$ cat src/design/four_channel_dma_controller_top_macros.svh
// Assertion macros for the four-channel DMA controller
`ifndef FOUR_CHANNEL_DMA_CONTROLLER_TOP_MACROS_SVH
`define FOUR_CHANNEL_DMA_CONTROLLER_TOP_MACROS_SVH

// check a condition-to-consequence implication in the same cycle
`define FCDMA_ASSERT_SAME(lbl, ante, cons, msg) \
	lbl: assert property (@(posedge clk) disable iff (!arst_n) (ante) |-> (cons)) \
		else $error(msg);

// check a consequence in the cycle after the condition
`define FCDMA_ASSERT_NEXT(lbl, ante, cons, msg) \
	lbl: assert property (@(posedge clk) disable iff (!arst_n) (ante) |=> (cons)) \
		else $error(msg);

`endif

$ cat src/design/fcdma_pkg.sv
// Package: beat types, operation, status, register offset and mode codes
`timescale 1ns / 1ps
package fcdma_pkg;

	localparam int NumCh = 4;

	localparam logic [1:0] OP_IO_READ    = 2'd0;
	localparam logic [1:0] OP_IO_WRITE   = 2'd1;
	localparam logic [1:0] OP_DEV_TO_MEM = 2'd2;
	localparam logic [1:0] OP_MEM_TO_DEV = 2'd3;

	localparam logic [1:0] ST_OK          = 2'd0;
	localparam logic [1:0] ST_UNSUPPORTED = 2'd1;
	localparam logic [1:0] ST_INVALID     = 2'd2;
	localparam logic [1:0] ST_MEM_FAULT   = 2'd3;

	localparam logic [3:0] IO_CH_LAST    = 4'd7;
	localparam logic [3:0] IO_STATUS     = 4'd8;
	localparam logic [3:0] IO_REQUEST    = 4'd9;
	localparam logic [3:0] IO_SMASK      = 4'd10;
	localparam logic [3:0] IO_MODE       = 4'd11;
	localparam logic [3:0] IO_CLR_FF     = 4'd12;
	localparam logic [3:0] IO_MCLR_TEMP  = 4'd13;
	localparam logic [3:0] IO_CLR_MASK   = 4'd14;
	localparam logic [3:0] IO_WR_MASK    = 4'd15;

	localparam logic [1:0] XT_VERIFY = 2'd0;
	localparam logic [1:0] XT_WRITE  = 2'd1;
	localparam logic [1:0] XT_READ   = 2'd2;

	typedef struct packed {
		logic [1:0] op;
		logic [3:0] io_offset;
		logic [1:0] channel;
		logic [7:0] data;
		logic [3:0] dreq_lines;
		logic       mem_fault;
	} dma_item_t;

	typedef struct packed {
		logic [1:0]  status;
		logic [7:0]  read_data;
		logic        mem_valid;
		logic        mem_write;
		logic [23:0] mem_address;
		logic [7:0]  mem_data;
		logic        terminal;
	} dma_result_t;

endpackage

$ cat src/design/four_channel_dma_controller_top.sv
// Four-channel DMA controller: register file, transfer sequencing and result register
`timescale 1ns / 1ps
`include "four_channel_dma_controller_top_macros.svh"
// Takes one request beat per clock and returns exactly one result beat for it, in the next
// cycle, from the result register. All register updates for a beat (byte flip-flop, masks,
// requests, terminal-count bits, address and count stepping, auto-init reload) are made at
// the edge that accepts it, so the next beat sees them at once. The only limit on that rate
// is the result register: req_stall rises while a result waits and rsp_stall is high. The
// user must write page registers via the cfg port only while idle; nothing enforces it.
module four_channel_dma_controller_top import fcdma_pkg::*; (
	input  logic        clk,
	input  logic        arst_n,
	input  logic        req_valid,
	output logic        req_stall,
	input  dma_item_t   req_item,
	output logic        rsp_valid,
	input  logic        rsp_stall,
	output dma_result_t rsp_item,
	input  logic        cfg_we,
	input  logic [1:0]  cfg_index,
	input  logic [7:0]  cfg_data
);

	logic [7:0]  page_q      [NumCh];
	logic [15:0] base_addr_q [NumCh];
	logic [15:0] cur_addr_q  [NumCh];
	logic [15:0] base_cnt_q  [NumCh];
	logic [15:0] cur_cnt_q   [NumCh];
	logic [3:0]  mode_q      [NumCh];
	logic        disable_q;
	logic [3:0]  soft_req_q;
	logic [3:0]  tc_q;
	logic [3:0]  mask_q;
	logic [7:0]  temp_q;
	logic        ff_q;
	logic        rsp_valid_q;
	dma_result_t rsp_item_q;

	logic        accept;
	logic [1:0]  idx;
	logic [15:0] ca, cc, ba, bc;
	logic [3:0]  md;
	logic [3:0]  reqs;

	dma_result_t res;
	logic        nxt_disable;
	logic [3:0]  nxt_soft, nxt_tc, nxt_mask;
	logic [7:0]  nxt_temp;
	logic        nxt_ff;
	logic        we_addr, we_cnt, we_xfer, we_mode;
	logic [15:0] new_ba, new_ca, new_bc, new_cc;
	logic [15:0] xf_addr, xf_cnt;

	assign accept    = req_valid && !req_stall;
	assign req_stall = rsp_valid_q && rsp_stall;
	assign rsp_valid = rsp_valid_q;
	assign rsp_item  = rsp_item_q;

	assign idx  = (req_item.op[1]) ? req_item.channel : req_item.io_offset[2:1];
	assign ca   = cur_addr_q[idx];
	assign cc   = cur_cnt_q[idx];
	assign ba   = base_addr_q[idx];
	assign bc   = base_cnt_q[idx];
	assign md   = mode_q[req_item.channel];
	assign reqs = soft_req_q | req_item.dreq_lines;

	always_comb begin
		logic [3:0] bit_d;
		logic [3:0] bit_c;
		logic [15:0] w;
		logic       to_mem;
		logic       term;
		logic [1:0] want;
		bit_d       = 4'b0001 << req_item.data[1:0];
		bit_c       = 4'b0001 << req_item.channel;
		w           = 16'd0;
		to_mem      = (req_item.op == OP_DEV_TO_MEM);
		want        = to_mem ? XT_WRITE : XT_READ;
		term        = 1'b0;
		res         = '0;
		nxt_disable = disable_q;
		nxt_soft    = soft_req_q;
		nxt_tc      = tc_q;
		nxt_mask    = mask_q;
		nxt_temp    = temp_q;
		nxt_ff      = ff_q;
		we_addr     = 1'b0;
		we_cnt      = 1'b0;
		we_xfer     = 1'b0;
		we_mode     = 1'b0;
		new_ba      = ff_q ? {req_item.data, ba[7:0]} : {ba[15:8], req_item.data};
		new_ca      = ff_q ? {req_item.data, ca[7:0]} : {ca[15:8], req_item.data};
		new_bc      = ff_q ? {req_item.data, bc[7:0]} : {bc[15:8], req_item.data};
		new_cc      = ff_q ? {req_item.data, cc[7:0]} : {cc[15:8], req_item.data};
		xf_addr     = md[3] ? ca - 16'd1 : ca + 16'd1;
		xf_cnt      = cc - 16'd1;
		case (req_item.op)
			OP_IO_READ: begin
				case (req_item.io_offset) inside
					[4'd0:IO_CH_LAST]: begin
						w             = req_item.io_offset[0] ? cc : ca;
						res.read_data = ff_q ? w[15:8] : w[7:0];
						nxt_ff        = !ff_q;
					end
					IO_STATUS: begin
						res.read_data = {reqs, tc_q};
						nxt_tc        = 4'd0;
					end
					IO_MCLR_TEMP: res.read_data = temp_q;
					default: res.status = ST_UNSUPPORTED;
				endcase
			end
			OP_IO_WRITE: begin
				case (req_item.io_offset) inside
					[4'd0:IO_CH_LAST]: begin
						we_cnt  = req_item.io_offset[0];
						we_addr = !req_item.io_offset[0];
						nxt_ff  = !ff_q;
					end
					IO_STATUS: nxt_disable = req_item.data[2];
					IO_REQUEST: nxt_soft = req_item.data[2] ? (soft_req_q | bit_d)
						: (soft_req_q & ~bit_d);
					IO_SMASK: nxt_mask = req_item.data[2] ? (mask_q | bit_d)
						: (mask_q & ~bit_d);
					IO_MODE: we_mode = 1'b1;
					IO_CLR_FF: nxt_ff = 1'b0;
					IO_MCLR_TEMP: begin
						nxt_disable = 1'b0;
						nxt_soft    = 4'd0;
						nxt_tc      = 4'd0;
						nxt_mask    = 4'hf;
						nxt_temp    = 8'd0;
						nxt_ff      = 1'b0;
					end
					IO_CLR_MASK: nxt_mask = 4'd0;
					default: nxt_mask = req_item.data[3:0];
				endcase
			end
			default: begin
				if (disable_q || ((mask_q & bit_c) != 4'd0) || ((reqs & bit_c) == 4'd0)
					|| (md[1:0] != XT_VERIFY && md[1:0] != want)) begin
					res.status = ST_INVALID;
				end else if (md[1:0] != XT_VERIFY && req_item.mem_fault) begin
					res.status      = ST_MEM_FAULT;
					res.mem_valid   = 1'b1;
					res.mem_write   = to_mem;
					res.mem_address = {page_q[req_item.channel], ca};
					res.mem_data    = to_mem ? req_item.data : 8'd0;
				end else begin
					if (md[1:0] != XT_VERIFY) begin
						res.mem_valid   = 1'b1;
						res.mem_write   = to_mem;
						res.mem_address = {page_q[req_item.channel], ca};
						res.mem_data    = to_mem ? req_item.data : 8'd0;
					end
					nxt_temp      = req_item.data;
					res.read_data = to_mem ? 8'd0 : req_item.data;
					we_xfer       = 1'b1;
					term          = (cc == 16'd0);
					if (term) begin
						nxt_tc   = tc_q | bit_c;
						nxt_soft = soft_req_q & ~bit_c;
						if (md[2]) begin
							xf_addr = ba;
							xf_cnt  = bc;
						end
					end
					res.terminal = term;
				end
			end
		endcase
	end

	always_ff @(posedge clk or negedge arst_n) begin
		if (!arst_n) begin
			for (int i = 0; i < NumCh; i++) begin
				page_q[i]      <= 8'd0;
				base_addr_q[i] <= 16'd0;
				cur_addr_q[i]  <= 16'd0;
				base_cnt_q[i]  <= 16'd0;
				cur_cnt_q[i]   <= 16'd0;
				mode_q[i]      <= 4'd0;
			end
			disable_q   <= 1'b0;
			soft_req_q  <= 4'd0;
			tc_q        <= 4'd0;
			mask_q      <= 4'hf;
			temp_q      <= 8'd0;
			ff_q        <= 1'b0;
			rsp_valid_q <= 1'b0;
		end else begin
			if (cfg_we) begin
				page_q[cfg_index] <= cfg_data;
			end
			if (accept) begin
				disable_q  <= nxt_disable;
				soft_req_q <= nxt_soft;
				tc_q       <= nxt_tc;
				mask_q     <= nxt_mask;
				temp_q     <= nxt_temp;
				ff_q       <= nxt_ff;
				if (we_addr) begin
					base_addr_q[idx] <= new_ba;
					cur_addr_q[idx]  <= new_ca;
				end
				if (we_cnt) begin
					base_cnt_q[idx] <= new_bc;
					cur_cnt_q[idx]  <= new_cc;
				end
				if (we_xfer) begin
					cur_addr_q[idx] <= xf_addr;
					cur_cnt_q[idx]  <= xf_cnt;
				end
				if (we_mode) begin
					mode_q[req_item.data[1:0]] <= req_item.data[5:2];
				end
			end
			if (accept) begin
				rsp_valid_q <= 1'b1;
			end else if (!rsp_stall) begin
				rsp_valid_q <= 1'b0;
			end
		end
	end

	// hold the result while stalled, load a fresh one on accept
	always_ff @(posedge clk) begin
		if (accept) begin
			rsp_item_q <= res;
		end
	end

	`FCDMA_ASSERT_SAME(a_stall_only_when_full, req_stall, rsp_valid_q, "stall without held result")
	`FCDMA_ASSERT_SAME(a_fault_has_access, rsp_valid_q && rsp_item_q.status == ST_MEM_FAULT,
		rsp_item_q.mem_valid && !rsp_item_q.terminal && rsp_item_q.read_data == 8'd0,
		"memory fault result malformed")
	`FCDMA_ASSERT_SAME(a_refused_is_empty, rsp_valid_q && rsp_item_q.status == ST_INVALID,
		!rsp_item_q.mem_valid && !rsp_item_q.terminal && rsp_item_q.mem_address == 24'd0,
		"refused transfer carries data")
	`FCDMA_ASSERT_SAME(a_terminal_is_ok, rsp_valid_q && rsp_item_q.terminal,
		rsp_item_q.status == ST_OK, "terminal count on a failed beat")
	`FCDMA_ASSERT_NEXT(a_terminal_sets_tc, accept && res.terminal,
		tc_q[$past(req_item.channel)], "terminal count flag not set")

endmodule
$ cat config.mk
export PLATFORM = sky130hd
export DESIGN_NAME = four_channel_dma_controller_top
export DESIGN_NICKNAME = d
export VERILOG_FILES = /design/src/design/fcdma_pkg.sv /design/src/design/four_channel_dma_controller_top.sv
export VERILOG_INCLUDE_DIRS = /design/src /design/src/design
export SDC_FILE = /design/constraint.sdc
export NUM_CORES = 1
export LEC_CHECK = 0
export ABC_CLOCK_PERIOD_IN_PS = 6900
export BUFFER_PORTS_ARGS = -buffer_cell sky130_fd_sc_hd__buf_2
export CAP_MARGIN = 30
export CORE_UTILIZATION = 59
export DETAILED_ROUTE_END_ITERATION = 16
export PLACE_DENSITY = 0.77
export SLEW_MARGIN = 40
export SYNTH_ARGS = -nofsm -noshare
export SYNTH_HDL_FRONTEND = slang
export SYNTH_SLANG_ARGS = --single-unit
$ cat constraint.sdc
create_clock -name clk -period 6.9 [get_ports clk]
set_clock_uncertainty 0.15 [all_clocks]
set_input_delay 2.07 -clock clk [delete_from_list [all_inputs] [get_ports clk]]
set_output_delay 2.07 -clock clk [all_outputs]
set_load 0.01 [all_outputs]
==> summary.txt <==
Status
  – Outcome: complete, no violations

Logic synthesis
  – Warnings, synthesis: 0
  – Post-synth ARST share: 87.9%
  – Unique masters post-synth: 76
  – Sequential share of the synthesized area: between 40% and 50%
  – Synth Net Count: 1843
  – Post-synth EDFFs: 45
  – Commonest register cell after synthesis: dfrtp_1
  – Synthesis-stage register bit count: around 370
  – Syn Inst Count: around 1800
  – Post-synthesis area per instance: 10.8 um2
  – Post-Syn Area: ~19000 um2

CTS
  – H-tree levels: 2
  – Clk pin slew, worst setup/hold paths: about 0.06 ns
  – Clock Sinks: around 370
  – Root Buffer: clkbuf_16
  – Post-cts resize count: 0
  – Postcts setup bufs: 0
  – CTS tree: yes
  – Clock latency at the later pin of the worst-skew pair: between 0.5 and 0.6 ns
  – Hold-fix buffers, CTS: 0
  – Clock Path Buffers: 3
  – CTS Buf Count: 39

Worst setup path
  – CP Class: in2reg
  – Reg2reg setup slack: 2.79 ns
  – CP Launch Type: primary input
  – Crit path capture type: flop
  – Reg-to-Reg End: cur_addr_q[30]
  – Critical Path Start: req_item[13]
  – FF-to-FF path depth: 12
  – CP arrival: slightly above 6 ns
  – Top fanout value on the critical path: 22
  – Setup crit end: cur_addr_q[30]
  – Worst reg2reg startpoint: mode_q[7]
  – Critical Path RT: between 7 and 8 ns

Final layout
  – Area Overhead vs Synth: 11.5%
  – Fin area: 21600 um2
  – Layout cell share with drive strength beyond 1: roughly a fifth
  – Nets: 1895

Die
  – Die X-Extent: 183 um
  – FP Rows: 65
  – Initial Utilization: 60.7%
  – Die area: between 30000 and 40000 um2
  – Ports: 83
  – Core area: about 32000 um2
  – Die Y: between 150 and 200 um

Worst hold path
  – Hold WC Path Type: reg2reg

Global route
  – Vias in the first global route: between 15000 and 20000
  – GRT overflow: 0
  – Global-route wire length before repair: just over 90000 um
  – Initial antenna violation count: 1
  – GRT Resource Usage Total: between 30% and 40%
  – Largest net degree at the start of global routing: approximately 110

Place
  – RD Place Congestion: 0.995
  – # port buffers: 82
  – DP Area: roughly 20000 um2
  – HPWL after DPL: 39300 um

Timing
  – Endpoints failing hold: 0
  – Least-Margin Pin Slew: 0.919 ns
  – Final Slew Violations: 0
  – Tmin final: around 5.8 ns
  – Max_slew headroom: about two fifths
  – Tcrit/Tclk final: about 85%
  – Fmax: ~170 MHz
  – Setup TNS: 0 ns
  – Setup Viol. Count Final: 0
  – WHS: 0.324 ns
  – RSZ-0062 raised after global routing: false

Drt
  – First-pass detailed-route iteration total: 7
  – DRC Markers: 0
  – Via-to-Cell Ratio: approximately 6.9
  – Initial DRC Count: about 2000
  – Vias: 16000
  – Antenna Nets Post-Route: 0
  – Routed WL per cell: approximately 25 um
  – Post-Route WL: approximately 59000 um

Pwr
  – Peak supply drop: around 260 uV
  – Pwr/cell area: about 360 nW/um2
  – Pleak: approximately 0.0089 uW
  – Tot Pwr: about 7700 uW

Run
  – Max-cap violations: 0
[where the power goes]
part           switching [uW]  internal, uW  leakage, uW
clock                     886          1240     0.000631
combinational            1500          1000      0.00372
sequential                321          2740      0.00457
total                    2710          4990      0.00892
[synthesized netlist by cell type, types with 23 or more instances]
cell | number | area share, %
and2_1 | 23 | 0.74
nand3_1 | 35 | 0.91
a21oi_1 | 84 | 2.2
dfrtp_1 | 323 | 42
a22oi_1 | 52 | 2.0
o22a_1 | 61 | 2.8
edfxtp_1 | 45 | 7.0
nand2_1 | 206 | 4.0
a221oi_1 | 36 | 1.6
nor3_1 | 28 | 0.72
nor2_1 | 147 | 2.9
mux2_2 | 55 | 3.2
clkbuf_1 | 95 | 1.8
mux2i_1 | 52 | 2.7
mux4_2 | 83 | 9.7
o21ai_0 | 192 | 5.0
[metrics by stage]
step	setup WS [ns]	std cells	utilization [%]
floorplan	1.14	1796	-
global placement	0.742	2241	63.5
detailed placement	0.620	2242	63.6
CTS	1.18	2312	67.6
global route	0.880	2313	67.7
finish	1.07	2313	67.7
[registers in the layout (all words and copies together), names as in the netlist, named ones only]
name and cells:
soft_req_q 4, base_addr_q 64, page_q 32, ff_q 1, rsp_item 45, temp_q 8, cur_cnt_q 64, cur_addr_q 64
tc_q 4, disable_q 1, base_cnt_q 64, rsp_valid 1, mode_q 16
[worst min-delay path by stage]
stage,startpoint,end,slack [ns],cells after the start
after floorplan,base_addr_q[16],base_addr_q[16],0.29,2
after global placement,base_cnt_q[48],base_cnt_q[48],0.31,2
after detailed placement,temp_q[0],temp_q[0],0.32,2
after CTS,base_cnt_q[12],base_cnt_q[12],0.33,2
after global routing,base_cnt_q[49],base_cnt_q[49],0.35,2
final,base_addr_q[43],base_addr_q[43],0.32,2
[cell usage in the layout (no fill, tap or decap), types with 13 or more instances in the layout]
master | netlist | layout
a21oi_1 | 84 | 84
a221oi_1 | 36 | 36
a22oi_1 | 52 | 52
a31oi_1 | 18 | 18
and2_1 | 23 | 23
buf_2 | 20 | 81
buf_4 | 1 | 53
clkbuf_16 | 0 | 39
dfrtp_1 | 323 | 323
edfxtp_1 | 45 | 45
inv_1 | 19 | 17
mux2_2 | 55 | 54
mux2i_1 | 52 | 51
mux4_2 | 83 | 83
nand2_1 | 206 | 198
nand3_1 | 35 | 35
nor2_1 | 147 | 147
nor3_1 | 28 | 26
o21ai_0 | 192 | 192
o21ai_1 | 14 | 13
o22a_1 | 61 | 61
o22ai_1 | 20 | 20
o31ai_1 | 13 | 13
xnor2_1 | 14 | 14
[critical path: stages]
cell and delay, ns:
buf_2 0.10, buf_4 0.35, mux2i_1 0.24, mux2_2 0.48
clkinv_1 0.59, ha_1 0.60, a21o_1 0.25, o21ai_0 0.07
a21boi_0 0.16, or3_1 0.32, or3_1 0.33, nand4_1 0.08
nor3b_2 0.29, a21oi_1 0.11
[layout make-up]
type / instances / area, um2
Tap cell: 435 / 544
Clock inverter: 14 / 151
Inverter: 20 / 76.3
Clock buffer: 56 / 1120
Fill cell: 2433 / 10300
Sequential cell: 372 / 9540
Multi-Input combinational cell: 1277 / 9250
Antenna cell: 1 / 2.50
Timing Repair Buffer: 138 / 886
[metal layers]
metal	share of wire, %	GRT usage [%]
met1	38	47.7
met2	45	54.9
met5	0	0
met3	12	9.79
met4	5.5	18.7
[cells by family after synthesis]
family          count (synthesis)  synth area share, %
compound gates                543                 18.1
flops                         372                 49.3
xor+xnor                       23                 1.04
mux                           192                 15.7
fa+ha+maj                      12                0.763
simple gates                  507                 11.9
buf+inv                       147                 3.16
(Power assumes the default switching activity.)
